<file path="src/sv/bspe_ram.sv">
`timescale 1ns / 1ps
module bspe_ram #(
	parameter int Width = 32,
	parameter int Depth = 64
) (
	input logic clk,
	input logic we,
	input logic [$clog2(Depth)-1:0] waddr,
	input logic [Width-1:0] wdata,
	input logic [$clog2(Depth)-1:0] raddr,
	output logic [Width-1:0] rdata
);
	logic [Width-1:0] mem [Depth];
	always_ff @(posedge clk) begin
		if (we) mem[waddr] <= wdata;
		rdata <= mem[raddr];
	end
endmodule

</file>
<file path="config.mk">
export PLATFORM = sky130hd
export DESIGN_NAME = bspe_ram
export DESIGN_NICKNAME = d
export VERILOG_FILES = /design/src/sv/bspe_ram.sv
export SDC_FILE = /design/constraint.sdc
export NUM_CORES = 2
export LEC_CHECK = 0
export ABC_AREA = 0
export BUFFER_PORTS_ARGS = -buffer_cell sky130_fd_sc_hd__buf_2
export CAP_MARGIN = 20
export CORE_ASPECT_RATIO = 0.75
export CORE_UTILIZATION = 52
export DETAILED_ROUTE_END_ITERATION = 8
export GPL_TIMING_DRIVEN = 0
export PLACE_DENSITY = 0.67
export SETUP_SLACK_MARGIN = 0.5
export SKIP_LAST_GASP = 1
export SLEW_MARGIN = 10
export SYNTH_ARGS = -nofsm -noshare
export SYNTH_HDL_FRONTEND = slang
export SYNTH_SLANG_ARGS = --single-unit
</file>
<file path="constraint.sdc">
create_clock -name clk -period 10.8 [get_ports clk]
set_clock_uncertainty 0.05 [all_clocks]
set_input_delay 1.08 -clock clk [delete_from_list [all_inputs] [get_ports clk]]
set_output_delay 1.08 -clock clk [all_outputs]
set_load 0.03 [all_outputs]
</file>
== After elaboration in Yosys (flattened, before gate mapping) ==
Memories as Yosys holds them, arrays and structs flattened. A register that Yosys moved wholly into a read port is not among the register bits.
Cells that the tools add are included.
Operators by class
  multiplexer cells: 2
Operators with widths (number)
  $mux 1: 2
Storage, ports and cells
  memory bits (writable): 2048
  bits of input ports: 46
  logic and storage cells: 3
  memories kept: 1
  register bits after elaboration: 0
Memory list
  mem: words 64, width 32, rd ports 1, clocked after memory_dff 1, wr ports 1, RTL line 13  | logic [Width-1:0] mem [Depth];

== Depth between registers and ports, before layout ==
  depth in word-level cells: 2
  gate-level depth with buffers: 10
  mapped depth without buffers: 5

== Worst setup path after synthesis ==
No wires, ideal clock.
  kind: input-to-reg
  start point: input waddr[3]
  end point: memory mem[48][0], enable pin
  setup slack: 6510 ps
  arrival: 3779 ps
  buffers on the path: 1
  stages: 4
  cell sequence: clkbuf_1 nor2b_1 nand4b_1 nor3_1
RTL lines
  start: declaration: RTL line 8  | input logic [$clog2(Depth)-1:0] waddr,
  end: declaration: RTL line 13
Straight into the memory's write port.

==> implementation parameters <==
Parameter                              Value

Status
  Status ... finished with violations
  Violations in the final reports ... DRC

Pwr
  Static leakage ... between 0.02 and 0.03 µW
  IR Drop Worst-Case VDD ... 0.147 mV
  Power Dens Cells ... between 150 and 200 nW/µm²
  Total Power Consumption ... approximately 16,000 µW

Yosys
  Yosys warning count ... 0
  Number of different library cells in the post-synthesis netlist ... 34
  Synthesized area per cell ... around 24 µm²
  Dominant synthesized flop cell ... sky130_fd_sc_hd__edfxtp_1
  Total of flip-flops plus latches after synthesis ... between 2,000 and 2,500
  Number of flops mapped to enable cells by yosys ... between 2,000 and 2,500
  Synth async-reset ratio ... 0%
  Sequential-to-total area share from yosys stat ... around 80%
  Number of nets produced by synthesis ... roughly 3,400
  Synthesized instance count ... 3,324
  Netlist Area Pre-Place ... around 79,000 µm²

Floorplan
  Vertical die dimension ... between 300 and 400 µm
  Count of standard-cell rows ... ~120
  Floorplan die area ... approximately 150,000 µm²
  Count of boundary I/O pins ... around 80
  Die outline width ... ~450 µm
  Effective utilization at floorplan ... 52.4%
  Core Box Area ... between 100,000 and 150,000 µm²

Place
  Detailed-placement wirelength estimate ... ~150 mm
  Number of port buffers ... 69
  Routability Congestion ... ~1.0

Clocking
  Cts hold-fix bufs ... 0
  CTS tree ... done
  Clock latency on the worst-skew pair ... just over 0.8 ns
  Longest Clk Path Bufs ... 3
  Reg clk slew, reported paths ... ~0.060 ns
  Cell chosen for the clock root ... sky130_fd_sc_hd__clkbuf_16
  Number of buffers inserted by post-CTS setup repair ... 0
  CTS sink count ... approximately 2,100
  H-tree level count ... 4
  Total of cells resized after clock tree synthesis ... 0
  Clock buffer count from CTS ... roughly 190

Setup path
  Nature of the critical path startpoint ... input pin
  CP most frequent cell ... sky130_fd_sc_hd__buf_2
  Arr. time, crit path ... approximately 5.5 ns
  Depth of the worst register-to-register path ... 4
  RR Endpoint ... rdata[6]
  Startpoint of the worst register-to-register path ... mem[14][6]
  Worst-path cell chain ... buf_2, buf_2, buf_2, buf_1, nand3b_1, o221ai_1, a21oi_1, a21oi_1, nor2_1
  Setup slack of the worst register-to-register path ... slightly above 8 ns
  CP max FO ... 10
  Critical path capture point type ... flop
  WP data required ... roughly 11 ns
  Start-to-end type of the worst setup path ... input pin to flop
  Cell at the slowest stage of the critical path ... sky130_fd_sc_hd__a21oi_1
  Peak per-stage delay on the critical path ... between 0.8 and 0.9 ns

STA
  Summed negative setup slack over all endpoints ... 0 ns
  Final hold violation count ... 0
  Setup repair after global routing missed its margin ... no
  Tightest Pin Transition ... ~1.2 ns
  Headroom to the max-slew limit ... 17.7%
  Fmax ... slightly above 200 MHz
  Final cycle utilization of the critical path ... 45.1%
  Final Setup Violations ... 0
  Final worst path period need ... just under 5 ns
  Count of pins over their slew limit ... 0
  Minimum hold slack ... approximately 0.6 ns

Cells and area
  Multi-input gate area ... 16,000 µm²
  Fillers ... approximately 10,000
  Most common library cell in the layout ignoring fill and taps ... sky130_fd_sc_hd__edfxtp_1
  Register area ... 62,100 µm²
  Share of post-route cells with drive strength above 1 ... approximately 30%
  Area growth, synth to finish ... 15.5%
  Total number of nets in the final design ... 3,769
  Leading cell types in the layout, fill and taps excluded ... 2,048 x sky130_fd_sc_hd__edfxtp_1, 544 x sky130_fd_sc_hd__mux4_2, 195 x sky130_fd_sc_hd__clkbuf_16, 117 x sky130_fd_sc_hd__buf_2, 105 x sky130_fd_sc_hd__clkbuf_1

Routing
  Antenna-violating nets left ... 0
  Routed via count ... 39,900
  Post-detailed-route DRC marker count ... 4
  First-iteration detailed-routing DRC count ... around 7,000
  1st-pass router iterations ... 8
  Total wire length after detailed routing ... roughly 230 mm
  Routed wire per std cell ... just under 40 µm
  Post-DR vias/cell ... 6.77

Global routing
  Remaining global-route overflow ... 0
  Number of antenna violations at the first check in global routing ... 22
  First-pass GRT wire length ... 316 mm
  Maximum number of pins on one net before global-route repair ... 65
  Combined global-route utilization of all metal layers ... approximately 31%
  Via count of the first global-routing pass ... between 30,000 and 40,000

Min path
  Endpoint of the worst hold-timing path ... mem[20][17]
  Min-Delay Startpoint ... wdata[17]
  Worst Hold Path Cells ... 1
  Hold Path Class ... input pin to flop

Run
  Maxcap violations ... 0
==> worst max-delay path: cells and delay by family <==
kind / cells / cell delay, ns
AO/OA/AOI/OAI: 3 / 1.50
buffers and inverters: 4 / 1.90
AND/OR/NAND/NOR: 2 / 0.95
==> metal layers <==
layer	GRT usage, %	part of all wire [%]	up-vias
met5	0	0.029	-
met2	42.6	43	3215
li1	-	-	15100
met1	44.7	37	21100
met4	11.4	3.9	12
met3	11.9	16	468
==> final cells by class <==
class	instances	share of cell area, %
multi-input cells	1062	17.6
clock buffers	233	5.57
well taps	2000	2.76
repair buffers	208	3.64
plain buffers	182	0.984
clock inverters	112	0.868
diodes	8	0.0221
flip-flops and latches	2080	68.5
==> worst max-delay path by stage <==
| stage | from | end | cells past startpoint | slack [ns] |
|---|---|---|---|---|
| after detailed placement | raddr[1] | rdata[13] | 9 | 5.54 |
| after global routing | raddr[1] | rdata[9] | 9 | 6.09 |
| after floorplan | waddr[3] | mem[48][0] | 4 | 6.51 |
| final | raddr[1] | rdata[9] | 9 | 5.93 |
| after CTS | raddr[1] | rdata[13] | 9 | 6.40 |
| after global placement | waddr[3] | mem[49][16] | 4 | 2.76 |
==> report_power, final <==
part           total, µW  switching, µW  internal, µW
Combinational       1020            695           327
Sequential          8950           17.3          8930
Clock               6470           2940          3530
==> state kept, by name, summed over array words and instances (netlist names) <==
register / flops
rdata: 32
mem: 2048
==> cells by family after synthesis <==
kind of cell | Yosys count | share of synthesized area, %
AO/OA/AOI/OAI | 202 | 1.67
buffers and inverters | 182 | 1.13
flip-flops | 2080 | 79.1
multiplexers | 637 | 16.8
AND/OR/NAND/NOR | 223 | 1.27
==> metrics by stage <==
step | worst slack (ns) | instances | util, % | instance area, µm²
final | 5.93 | 5885 | 60.5 | 90700
after CTS | 6.40 | 5863 | 60.3 | 90400
after global routing | 6.09 | 5881 | 60.5 | 90600
after global placement | 2.76 | 5393 | 54.3 | 81400
after floorplan | 6.51 | 3324 | - | 78500
after detailed placement | 5.54 | 5518 | 56.4 | 84500
==> synthesized netlist by cell type (4+ instances only) <==
| cell | number | area, µm² |
|---|---|---|
| sky130_fd_sc_hd__edfxtp_1 | 2048 | 61500 |
| sky130_fd_sc_hd__mux4_2 | 544 | 12300 |
| sky130_fd_sc_hd__nor2_1 | 137 | 514 |
| sky130_fd_sc_hd__mux2i_1 | 93 | 931 |
| sky130_fd_sc_hd__o22ai_1 | 84 | 526 |
| sky130_fd_sc_hd__clkbuf_1 | 74 | 278 |
| sky130_fd_sc_hd__a21oi_1 | 62 | 310 |
| sky130_fd_sc_hd__buf_2 | 57 | 285 |
| sky130_fd_sc_hd__dfxtp_1 | 32 | 641 |
| sky130_fd_sc_hd__o221ai_1 | 27 | 236 |
| sky130_fd_sc_hd__nand2_1 | 26 | 97.6 |
| sky130_fd_sc_hd__buf_4 | 25 | 188 |
| sky130_fd_sc_hd__buf_1 | 21 | 78.8 |
| sky130_fd_sc_hd__nor2b_1 | 15 | 93.8 |
| sky130_fd_sc_hd__a22oi_1 | 12 | 90.1 |
| sky130_fd_sc_hd__a311oi_1 | 8 | 70.1 |
| sky130_fd_sc_hd__nand2b_1 | 8 | 50.1 |
| sky130_fd_sc_hd__nor3_1 | 7 | 35.0 |
| sky130_fd_sc_hd__buf_6 | 5 | 56.3 |
| sky130_fd_sc_hd__nand3_1 | 5 | 25.0 |
| sky130_fd_sc_hd__nand3b_1 | 5 | 37.5 |
| sky130_fd_sc_hd__a41o_1 | 4 | 40.0 |
| sky130_fd_sc_hd__and3_1 | 4 | 25.0 |
| sky130_fd_sc_hd__o32ai_1 | 4 | 35.0 |
No activity file was read; power rests on OpenSTA's default activity.
